--- config.mk ---
export PLATFORM = sky130hd
export DESIGN_NAME = triple_click_detector
export DESIGN_NICKNAME = d
export VERILOG_FILES = /design/src/rtl/tcd_pkg.sv /design/src/rtl/triple_click_detector.sv /design/src/rtl/tcd_csr.sv /design/src/rtl/tcd_core.sv
export SDC_FILE = /design/constraint.sdc
export NUM_CORES = 1
export LEC_CHECK = 0
export BUFFER_PORTS_ARGS = -buffer_cell sky130_fd_sc_hd__buf_4
export CORE_UTILIZATION = 45
export DETAILED_ROUTE_END_ITERATION = 7
export GPL_ROUTABILITY_DRIVEN = 1
export PLACE_DENSITY = 0.7
export SLEW_MARGIN = 15
export SYNTH_ARGS = -nofsm -noshare
export SYNTH_HDL_FRONTEND = slang
export SYNTH_SLANG_ARGS = --single-unit
--- constraint.sdc ---
create_clock -name clock -period 4.5 [get_ports clock]
set_input_delay 1.35 -clock clock [delete_from_list [all_inputs] [get_ports clock]]
set_output_delay 1.35 -clock clock [all_outputs]
set_load 0.01 [all_outputs]
--- src/rtl/tcd_pkg.sv ---
// ----------------------------------------------------------------------------
// tcd_pkg
// Shared widths, register map, reset values and types for the triple-click
// detector.
// ----------------------------------------------------------------------------
package tcd_pkg;

   localparam int TimeW   = 32;
   localparam int IntvW   = 8;
   localparam int WinW    = 16;
   localparam int PressW  = 8;
   localparam int ClicksW = 3;
   localparam int CsrIdxW = 3;
   localparam int CsrDatW = 16;

   // register map
   localparam logic [CsrIdxW-1:0] RegSampleIntv = 3'd0;
   localparam logic [CsrIdxW-1:0] RegWindow     = 3'd1;
   localparam logic [CsrIdxW-1:0] RegMinPress   = 3'd2;
   localparam logic [CsrIdxW-1:0] RegMaxPress   = 3'd3;
   localparam logic [CsrIdxW-1:0] RegClicksNeed = 3'd4;

   // reset values
   localparam logic [IntvW-1:0]   RstSampleIntv = 8'd10;
   localparam logic [WinW-1:0]    RstWindow     = 16'd2000;
   localparam logic [PressW-1:0]  RstMinPress   = 8'd4;
   localparam logic [PressW-1:0]  RstMaxPress   = 8'd30;
   localparam logic [ClicksW-1:0] RstClicksNeed = 3'd3;

   localparam logic [PressW-1:0]  PressMax      = 8'hff;
   localparam logic [ClicksW-1:0] ClicksFloor   = 3'd2;

   typedef struct packed {
      logic [IntvW-1:0]   sample_intv;
      logic [WinW-1:0]    window;
      logic [PressW-1:0]  min_press;
      logic [PressW-1:0]  max_press;
      logic [ClicksW-1:0] clicks_need;
   } cfg_type;

   typedef struct packed {
      logic [TimeW-1:0] now_ms;
      logic             cpu_idle;
      logic             key_held;
   } sample_type;

   typedef struct packed {
      logic               detected;
      logic [ClicksW-1:0] clicks_seen;
   } result_type;

endpackage

--- src/rtl/triple_click_detector.sv ---
// ----------------------------------------------------------------------------
// triple_click_detector
// Detects a sequence of timed key clicks sampled while a processor is idle.
// ----------------------------------------------------------------------------
// Pipeline: the accepted sample is held in the input register, then
//   evaluated into the result register; a stalled result holds both.
// Throughput: one item per cycle while the result side is not stalled;
//   the evaluate-and-update path of the sequence state is combinational.
// Reset: synchronous; clears both pipeline valids, the sequence state and
//   loads the configuration defaults.
module triple_click_detector (
   input  logic                                clock,
   input  logic                                reset,
   input  logic                                req_valid,
   output logic                                req_stall,
   input  logic [tcd_pkg::TimeW-1:0]           req_now_ms,
   input  logic                                req_cpu_idle,
   input  logic                                req_key_held,
   output logic                                rsp_valid,
   input  logic                                rsp_stall,
   output logic                                rsp_detected,
   output logic [tcd_pkg::ClicksW-1:0]         rsp_clicks_seen,
   input  logic                                csr_valid,
   output logic                                csr_ready,
   input  logic [tcd_pkg::CsrIdxW-1:0]         csr_index,
   input  logic [tcd_pkg::CsrDatW-1:0]         csr_wdata
);

   tcd_pkg::cfg_type    cfg;
   tcd_pkg::sample_type smp_ff, smp_in;
   tcd_pkg::result_type res;
   tcd_pkg::result_type res_ff;
   logic                in_v_ff, in_v_in;
   logic                out_v_ff, out_v_in;
   logic                advance;
   logic                step;
   logic                take;

   tcd_csr u_csr (
      .clock     (clock),
      .reset     (reset),
      .csr_valid (csr_valid),
      .csr_ready (csr_ready),
      .csr_index (csr_index),
      .csr_wdata (csr_wdata),
      .cfg       (cfg)
   );

   tcd_core u_core (
      .clock (clock),
      .reset (reset),
      .cfg   (cfg),
      .step  (step),
      .smp   (smp_ff),
      .res   (res)
   );

   assign advance   = !out_v_ff || !rsp_stall;
   assign step      = in_v_ff && advance;
   assign req_stall = in_v_ff && !advance;
   assign take      = req_valid && !req_stall;

   assign smp_in.now_ms   = req_now_ms;
   assign smp_in.cpu_idle = req_cpu_idle;
   assign smp_in.key_held = req_key_held;

   assign in_v_in  = take || (in_v_ff && !advance);
   assign out_v_in = step || (out_v_ff && rsp_stall);

   always_ff @(posedge clock) begin
      if (reset) begin
         in_v_ff  <= 1'b0;
         out_v_ff <= 1'b0;
      end else begin
         in_v_ff  <= in_v_in;
         out_v_ff <= out_v_in;
      end
   end

   always_ff @(posedge clock) begin
      if (take) begin
         smp_ff <= smp_in;
      end
      if (step) begin
         res_ff <= res;
      end
   end

   assign rsp_valid       = out_v_ff;
   assign rsp_detected    = res_ff.detected;
   assign rsp_clicks_seen = res_ff.clicks_seen;

endmodule

--- src/rtl/tcd_csr.sv ---
// ----------------------------------------------------------------------------
// tcd_csr
// Configuration registers, written through a valid/ready port.
// ----------------------------------------------------------------------------
module tcd_csr (
   input  logic                          clock,
   input  logic                          reset,
   input  logic                          csr_valid,
   output logic                          csr_ready,
   input  logic [tcd_pkg::CsrIdxW-1:0]   csr_index,
   input  logic [tcd_pkg::CsrDatW-1:0]   csr_wdata,
   output tcd_pkg::cfg_type              cfg
);

   tcd_pkg::cfg_type cfg_ff, cfg_in;

   assign csr_ready = 1'b1;
   assign cfg       = cfg_ff;

   always_comb begin
      cfg_in = cfg_ff;
      if (csr_valid) begin
         case (csr_index)
            tcd_pkg::RegSampleIntv: cfg_in.sample_intv = csr_wdata[tcd_pkg::IntvW-1:0];
            tcd_pkg::RegWindow:     cfg_in.window      = csr_wdata[tcd_pkg::WinW-1:0];
            tcd_pkg::RegMinPress:   cfg_in.min_press   = csr_wdata[tcd_pkg::PressW-1:0];
            tcd_pkg::RegMaxPress:   cfg_in.max_press   = csr_wdata[tcd_pkg::PressW-1:0];
            tcd_pkg::RegClicksNeed: cfg_in.clicks_need = csr_wdata[tcd_pkg::ClicksW-1:0];
            default:                cfg_in = cfg_ff;
         endcase
      end
   end

   always_ff @(posedge clock) begin
      if (reset) begin
         cfg_ff.sample_intv <= tcd_pkg::RstSampleIntv;
         cfg_ff.window      <= tcd_pkg::RstWindow;
         cfg_ff.min_press   <= tcd_pkg::RstMinPress;
         cfg_ff.max_press   <= tcd_pkg::RstMaxPress;
         cfg_ff.clicks_need <= tcd_pkg::RstClicksNeed;
      end else begin
         cfg_ff <= cfg_in;
      end
   end

endmodule

--- src/rtl/tcd_core.sv ---
// ----------------------------------------------------------------------------
// tcd_core
// Sequence state and single-pass evaluation of one sample.
// ----------------------------------------------------------------------------
module tcd_core (
   input  logic                 clock,
   input  logic                 reset,
   input  tcd_pkg::cfg_type     cfg,
   input  logic                 step,
   input  tcd_pkg::sample_type  smp,
   output tcd_pkg::result_type  res
);

   logic [tcd_pkg::TimeW-1:0]   last_ms_ff,  last_ms_in;
   logic [tcd_pkg::TimeW-1:0]   first_ms_ff, first_ms_in;
   logic [tcd_pkg::PressW-1:0]  press_ff,    press_in;
   logic                        active_ff,   active_in;
   logic [tcd_pkg::ClicksW-1:0] count_ff,    count_in;
   logic                        det;
   logic [tcd_pkg::TimeW-1:0]   due_ms;
   logic [tcd_pkg::TimeW-1:0]   expiry_ms;
   logic [tcd_pkg::ClicksW-1:0] count_inc;
   logic [tcd_pkg::ClicksW-1:0] need_eff;

   assign due_ms    = last_ms_ff + {{(tcd_pkg::TimeW-tcd_pkg::IntvW){1'b0}}, cfg.sample_intv};
   assign expiry_ms = first_ms_ff + {{(tcd_pkg::TimeW-tcd_pkg::WinW){1'b0}}, cfg.window};
   assign count_inc = count_ff + 3'd1;
   // needed counts below two behave as two
   assign need_eff  = (cfg.clicks_need < tcd_pkg::ClicksFloor) ? tcd_pkg::ClicksFloor
                                                               : cfg.clicks_need;

   always_comb begin
      last_ms_in  = last_ms_ff;
      first_ms_in = first_ms_ff;
      press_in    = press_ff;
      active_in   = active_ff;
      count_in    = count_ff;
      det         = 1'b0;
      if (due_ms <= smp.now_ms) begin
         last_ms_in = smp.now_ms;
         if (active_ff && (expiry_ms < smp.now_ms)) begin
            press_in  = '0;
            active_in = 1'b0;
            count_in  = '0;
         end else if (!smp.cpu_idle) begin
            // busy: sample consumed, nothing else
         end else if (smp.key_held) begin
            if (press_ff != tcd_pkg::PressMax) begin
               press_in = press_ff + 8'd1;
            end
         end else if (press_ff == '0) begin
            // no press pending
         end else if (press_ff < cfg.min_press) begin
            press_in = '0;
         end else if (press_ff > cfg.max_press) begin
            press_in  = '0;
            active_in = 1'b0;
            count_in  = '0;
         end else if (!active_ff) begin
            active_in   = 1'b1;
            count_in    = 3'd1;
            first_ms_in = smp.now_ms;
            press_in    = '0;
         end else begin
            press_in = '0;
            count_in = count_inc;
            if (count_inc >= need_eff) begin
               active_in = 1'b0;
               count_in  = '0;
               det       = 1'b1;
            end
         end
      end
   end

   assign res.detected    = det;
   assign res.clicks_seen = count_in;

   always_ff @(posedge clock) begin
      if (reset) begin
         last_ms_ff  <= '0;
         first_ms_ff <= '0;
         press_ff    <= '0;
         active_ff   <= 1'b0;
         count_ff    <= '0;
      end else if (step) begin
         last_ms_ff  <= last_ms_in;
         first_ms_ff <= first_ms_in;
         press_ff    <= press_in;
         active_ff   <= active_in;
         count_ff    <= count_in;
      end
   end

endmodule

* Word level (Yosys, flattened, before mapping)
Index checks and enable logic that the tools add are counted.
Operators by class: add/subtract/negate cells 4, bitwise gates (word level) 8, reductions and logical operators 25, order comparisons 6, equal/unequal tests 10, muxes and demuxes 24
Operators with widths (count):
- $mux 8 | 5
- $add 32x16->32 | 1
- $add 32x8->32 | 1
- $le 32x32->1 | 1
- $lt 32x32->1 | 1
- $mux 3 | 10
- $reduce_and 2->1 | 6
- $mux 1 | 9
- $reduce_and 9->1 | 1
- $add 8x1->8 const B | 1
- $gt 8x8->1 | 1
- $logic_not 8->1 | 1
- $lt 8x8->1 | 1
- $ne 8x8->1 const B | 1
- $not 1->1 | 8
- $reduce_or 8->1 | 1
- $eq 3x2->1 const B | 2
- $ne 2x1->1 const B | 3
- $reduce_and 6->1 | 1
- $logic_and 1x1->1 | 5
- $reduce_and 5->1 | 1
- $logic_not 1->1 | 4
- $add 3x1->3 const B | 1
- $eq 3x1->1 const B | 1
- 8 further kinds | 10
Storage, ports and cells: logic and storage cells 94, register bits 159, output and inout bits 7

* Logic depth before layout (Yosys ltp)
depth after elaboration 12, mapped depth 22

* Hierarchy
From an unflattened synthesis, not the netlist that was laid out.
Unflattened totals: cells, all modules 1071, area, all modules 9678.0 um^2
Modules (own cells, without submodules):
- tcd_core | cells an instance 851, area an instance 6663.9 um^2, times used 1
- tcd_csr | cells an instance 172, area an instance 1786.7 um^2, times used 1
- triple_click_detector | cells an instance 48, area an instance 1227.4 um^2, times used 1

* Worst setup path after synthesis
No wires, ideal clock.
path kind register -> register, start register u_csr.cfg_ff, in the netlist u_csr.cfg[35], end register u_core.first_ms_ff[10] (netlist name), path slack 80 ps, required time 4372 ps, clock period less this slack 4420 ps, stages on the path, launching flop included 23, data arrival time 4292 ps, library setup time 128 ps, buffers on the path 3, cell sequence dfxtp_1 -> ha_1 -> fa_1 -> a21o_1 -> a21oi_1 -> o21bai_1 -> a21oi_1 -> o21ai_0 -> and2_1 -> clkbuf_1 -> nand4_1 -> xnor2_1 -> ha_1 -> nand4_1 -> nor4_2 -> nand2_1 -> a22o_1 -> nor3b_4 -> nor3b_2 -> buf_4 -> buf_8 -> mux2i_1 -> nor2_1
On the way: cells in the longest elaborated chain, start to end 3
RTL lines:
- start: declaration | RTL line tcd_csr.sv:15 | tcd_pkg::cfg_type cfg_ff, cfg_in;
- start signal: assignment | RTL line tcd_csr.sv:42 | cfg_ff <= cfg_in;
- $add 32x8->32 | RTL line tcd_core.sv:25 | assign due_ms = last_ms_ff + {{(tcd_pkg::TimeW-tcd_pkg::IntvW){1'b0}}, cfg.sample_intv};
- $le 32x32->1 | RTL line tcd_core.sv:39 | if (due_ms <= smp.now_ms) begin
- $reduce_and 9->1 (no line)
- end signal: assignment | RTL line tcd_core.sv:88 | first_ms_ff <= first_ms_in;
- end: declaration | RTL line tcd_core.sv:15 | logic [tcd_pkg::TimeW-1:0] first_ms_ff, first_ms_in;
No other way between the ends. A chain may end at the register's enable or synchronous reset.

* Final worst setup path
start register u_core.last_ms_ff[9] (netlist name), end register u_core.first_ms_ff[0] (netlist name)
On the way: cells in the longest elaborated chain, start to end 3
RTL lines:
- start: declaration | RTL line tcd_core.sv:14 | logic [tcd_pkg::TimeW-1:0] last_ms_ff, last_ms_in;
- start signal: assignment | RTL line tcd_core.sv:87 | last_ms_ff <= last_ms_in;
- $add 32x8->32 | RTL line tcd_core.sv:25
- $le 32x32->1 | RTL line tcd_core.sv:39
- $reduce_and 9->1 (no line)
No other way between the ends.

==> impl_metrics.py <==
metrics = {
    "status": {
        "status": "completed",
    },
    "synth": {
        "ys_async_sr_fraction": 0,
        "synth_top_area_cell": "dfxtp_1",
        "synth_edf_count": 38,
        "synth_most_common_cell": "nand2_1",
        "ys_seq_area_frac": 0.375,
        "synthTopCellsByCount": "nand2_1 (197), dfxtp_1 (121), ha_1 (108)",
        "syn_area_um2": 9490,
        "syn_nets": 1269,
        "synth_ff_type": "dfxtp_1",
        "avgSynthCellArea_um2": 8.62,
        "synth_cell_types": 63,
        "netlist_instances": 1101,
        "netlist.area_leader.share": 0.255,
        "synth_warnings": 0,
        "synth-seq-cells": 159,
        "synth_area_leaders": "dfxtp_1 (26%), ha_1 (14%), edfxtp_1 (12%)",
    },
    "routing": {
        "wl_per_cell_um": 16.0,
        "dr.pass1.iters": 5,
        "postRouteAntennaNets": 0,
        "via_count": 8076,
        "drc": 0,
        "avgViaCountPerCell": 5.43,
        "drt-total-wl_um": 23800,
        "drt_iter0_markers": 473,
    },
    "power_and_ir_drop": {
        "power_density_nw_per_um2": 282,
        "p_leak_nw": 4.99,
        "fin_total_pwr_mw": 3.26,
        "peakVddDrop_mv": 0.232,
    },
    "timing": {
        "fin_crit_sh": 0.973,
        "fmax_ghz": 0.228,
        "period_minus_slack_ns": 4.38,
        "rsz0062_at_grt": "true",
        "tightest_slew_ns": 1.09,
        "holdWs_ns": 0.457,
        "finClkSkew_ns": 0.00999,
        "setup_viol_count_final": 0,
        "finalMaxSlewViolations": 0,
        "maxSlewHeadroom": 0.272,
        "hold_viol_final": 0,
    },
    "clock_network": {
        "cts_tree": "yes",
        "numCtsBuffers": 17,
        "cts_max_level": 4,
        "cts_root_buffer": "clkbuf_16",
        "clock_latency_ns": 0.43,
        "cts.path.max_buffers": 2,
        "cts_num_sinks": 159,
        "clk_pin_slew_ns": 0.07,
    },
    "grt": {
        "grt_pass1_vias": 7655,
        "grt_pass1_wl_um": 37300,
        "grt-ovfl-total": 0,
        "grt_use_total": 0.216,
        "grt_max_degree": 56,
        "antenna_found_initial": 0,
    },
    "setup_path": {
        "worstPathArrival_ns": 4.68,
        "worstPathRequired_ns": 4.79,
        "cp_max_fo": 5,
        "critPathLaunchType": "register",
        "crit_path_end_kind": "register",
        "worst-setup-path-type": "register to register",
    },
    "die": {
        "core_region_area_um2": 20400,
        "die_h_um": 147,
        "rows": 52,
        "io_pins": 65,
        "die_w_um": 147,
        "die_area_um2": 21700,
        "start_util": 0.465,
    },
    "placed_design": {
        "place_congestion": 0.864,
        "dp_cells": 1427,
        "dp_hpwl_um": 16500,
        "io_buffers": 63,
    },
    "hold_path": {
        "hp-class": "register to register",
    },
    "final_layout": {
        "fin_cells": 1487,
        "nets": 1372,
        "diodes": 0,
        "fillers": 1842,
        "area_delta_synth_final_pct": 21.8,
        "drive_gt1_frac": 0.184,
    },
    "run": {
        "maxCapViolCount": 0,
    },
}
[metal layers]
metal  global-route usage  vias to the layer above  wire length [um]
li1                     -                     4024                 -
met1                0.283                     3836             11100
met2                0.357                      193             11400
met3               0.0457                       23              1060
met4               0.0603                        0               272
met5                    0                        -                 0
[worst paths after layout]
check | from | endpoint | slack (ns) | depth (start not counted)
worst min register to register | u_core.last_ms_ff[16] | u_core.last_ms_ff[16] | 0.46 | 2
worst max-delay path | u_core.last_ms_ff[9] | u_core.first_ms_ff[0] | 0.12 | 19
worst max register to register | u_core.last_ms_ff[9] | u_core.first_ms_ff[0] | 0.12 | 19
worst min-delay path | u_core.last_ms_ff[16] | u_core.last_ms_ff[16] | 0.46 | 2
[what timing repair did]
action                     CTS  global route
hold buffers                 0             0
resized for setup           17            84
buffers inserted             4            20
setup endpoints to repair   62            80
gates cloned                 1             3
pin swaps                    5            42
[critical path, cell delays in order, from the launching register on]
cell     delay [ns]
dfxtp_1        0.35
nand4_1        0.15
or4_4          0.47
nor2_4         0.13
and4_4         0.25
and4_4         0.23
nand2_1        0.08
nor3_2         0.20
xor2_1         0.21
ha_1           0.28
nand4_1        0.15
nor3_1         0.07
a221o_1        0.32
a22o_1         0.27
nor3b_4        0.22
nor3b_4        0.26
buf_6          0.19
buf_6          0.16
mux2i_1        0.18
nor2_1         0.06
[placed cells by master, fill, tap and decap left out, types with 4 or more instances in the layout]
| cell type | count |
|---|---|
| mux2i_1 | 34 |
| clkbuf_16 | 22 |
| dfxtp_2 | 8 |
| nor3_1 | 14 |
| nand2_1 | 194 |
| o21ai_2 | 5 |
| a21o_1 | 11 |
| and2_1 | 4 |
| edfxtp_1 | 38 |
| ha_1 | 103 |
| xnor2_1 | 36 |
| buf_4 | 105 |
| nand4_1 | 19 |
| o21bai_1 | 4 |
| buf_6 | 9 |
| nand3b_1 | 18 |
| nor4_4 | 4 |
| o21a_1 | 8 |
| o21ai_0 | 16 |
| nor2b_1 | 6 |
| and3_1 | 9 |
| nand2b_1 | 6 |
| xor2_1 | 26 |
| dfxtp_1 | 113 |
| a21oi_2 | 5 |
| nand3_1 | 15 |
| o211ai_1 | 7 |
| inv_1 | 73 |
| o21ai_1 | 8 |
| nor4_1 | 4 |
| nor2_1 | 90 |
| a21oi_1 | 102 |
| clkinv_2 | 5 |
| ha_4 | 4 |
[registers in the layout, summed over array words and instances, names as in the netlist]
register            count
u_core.count_ff         3
u_core.press_ff         8
u_core.active_ff        1
rsp_valid               1
in_v_ff                 1
rsp_clicks_seen         3
u_core.last_ms_ff      32
u_csr.cfg              43
u_core.first_ms_ff     32
rsp_detected            1
smp_ff                 34
[logic make-up after synthesis]
logic type      synth area share
simple gates               0.205
compound gates             0.128
flops                      0.375
fa+ha+maj                  0.147
buf+inv                   0.0481
xor+xnor                  0.0572
mux                       0.0391
other cells             0.000395
[per-stage QoR]
stage / util / setup TNS (ns) / area (um2) / worst slack [ns]
floorplan: - / 0 / 9490 / 0.0801
global placement: 0.508 / -0.291 / 10400 / -0.171
detailed placement: 0.508 / -5.52 / 10400 / -0.218
CTS: 0.540 / 0 / 11000 / 0.0208
global route: 0.566 / -1.87 / 11600 / -0.0914
finish: 0.566 / 0 / 11600 / 0.119
[layout make-up]
cell class                 instances  area (um2)  share of cell area
clock buffer                      23         500              0.0433
clock inverter                     9        53.8             0.00465
inverter                          74         278              0.0240
multi-input combinational        832        5800               0.502
sequential                       159        3570               0.309
tap                              270         338              0.0292
timing repair buffer             120        1010              0.0878
[report_power, final]
| group | internal (mW) | leakage (nW) | switching [mW] |
|---|---|---|---|
| combinational | 0.147 | 3.35 | 0.188 |
| sequential | 1.51 | 1.36 | 0.0419 |
| clock | 0.782 | 0.278 | 0.585 |
| total | 2.44 | 4.99 | 0.815 |
Note: power is estimated with default switching activity, not from simulation.
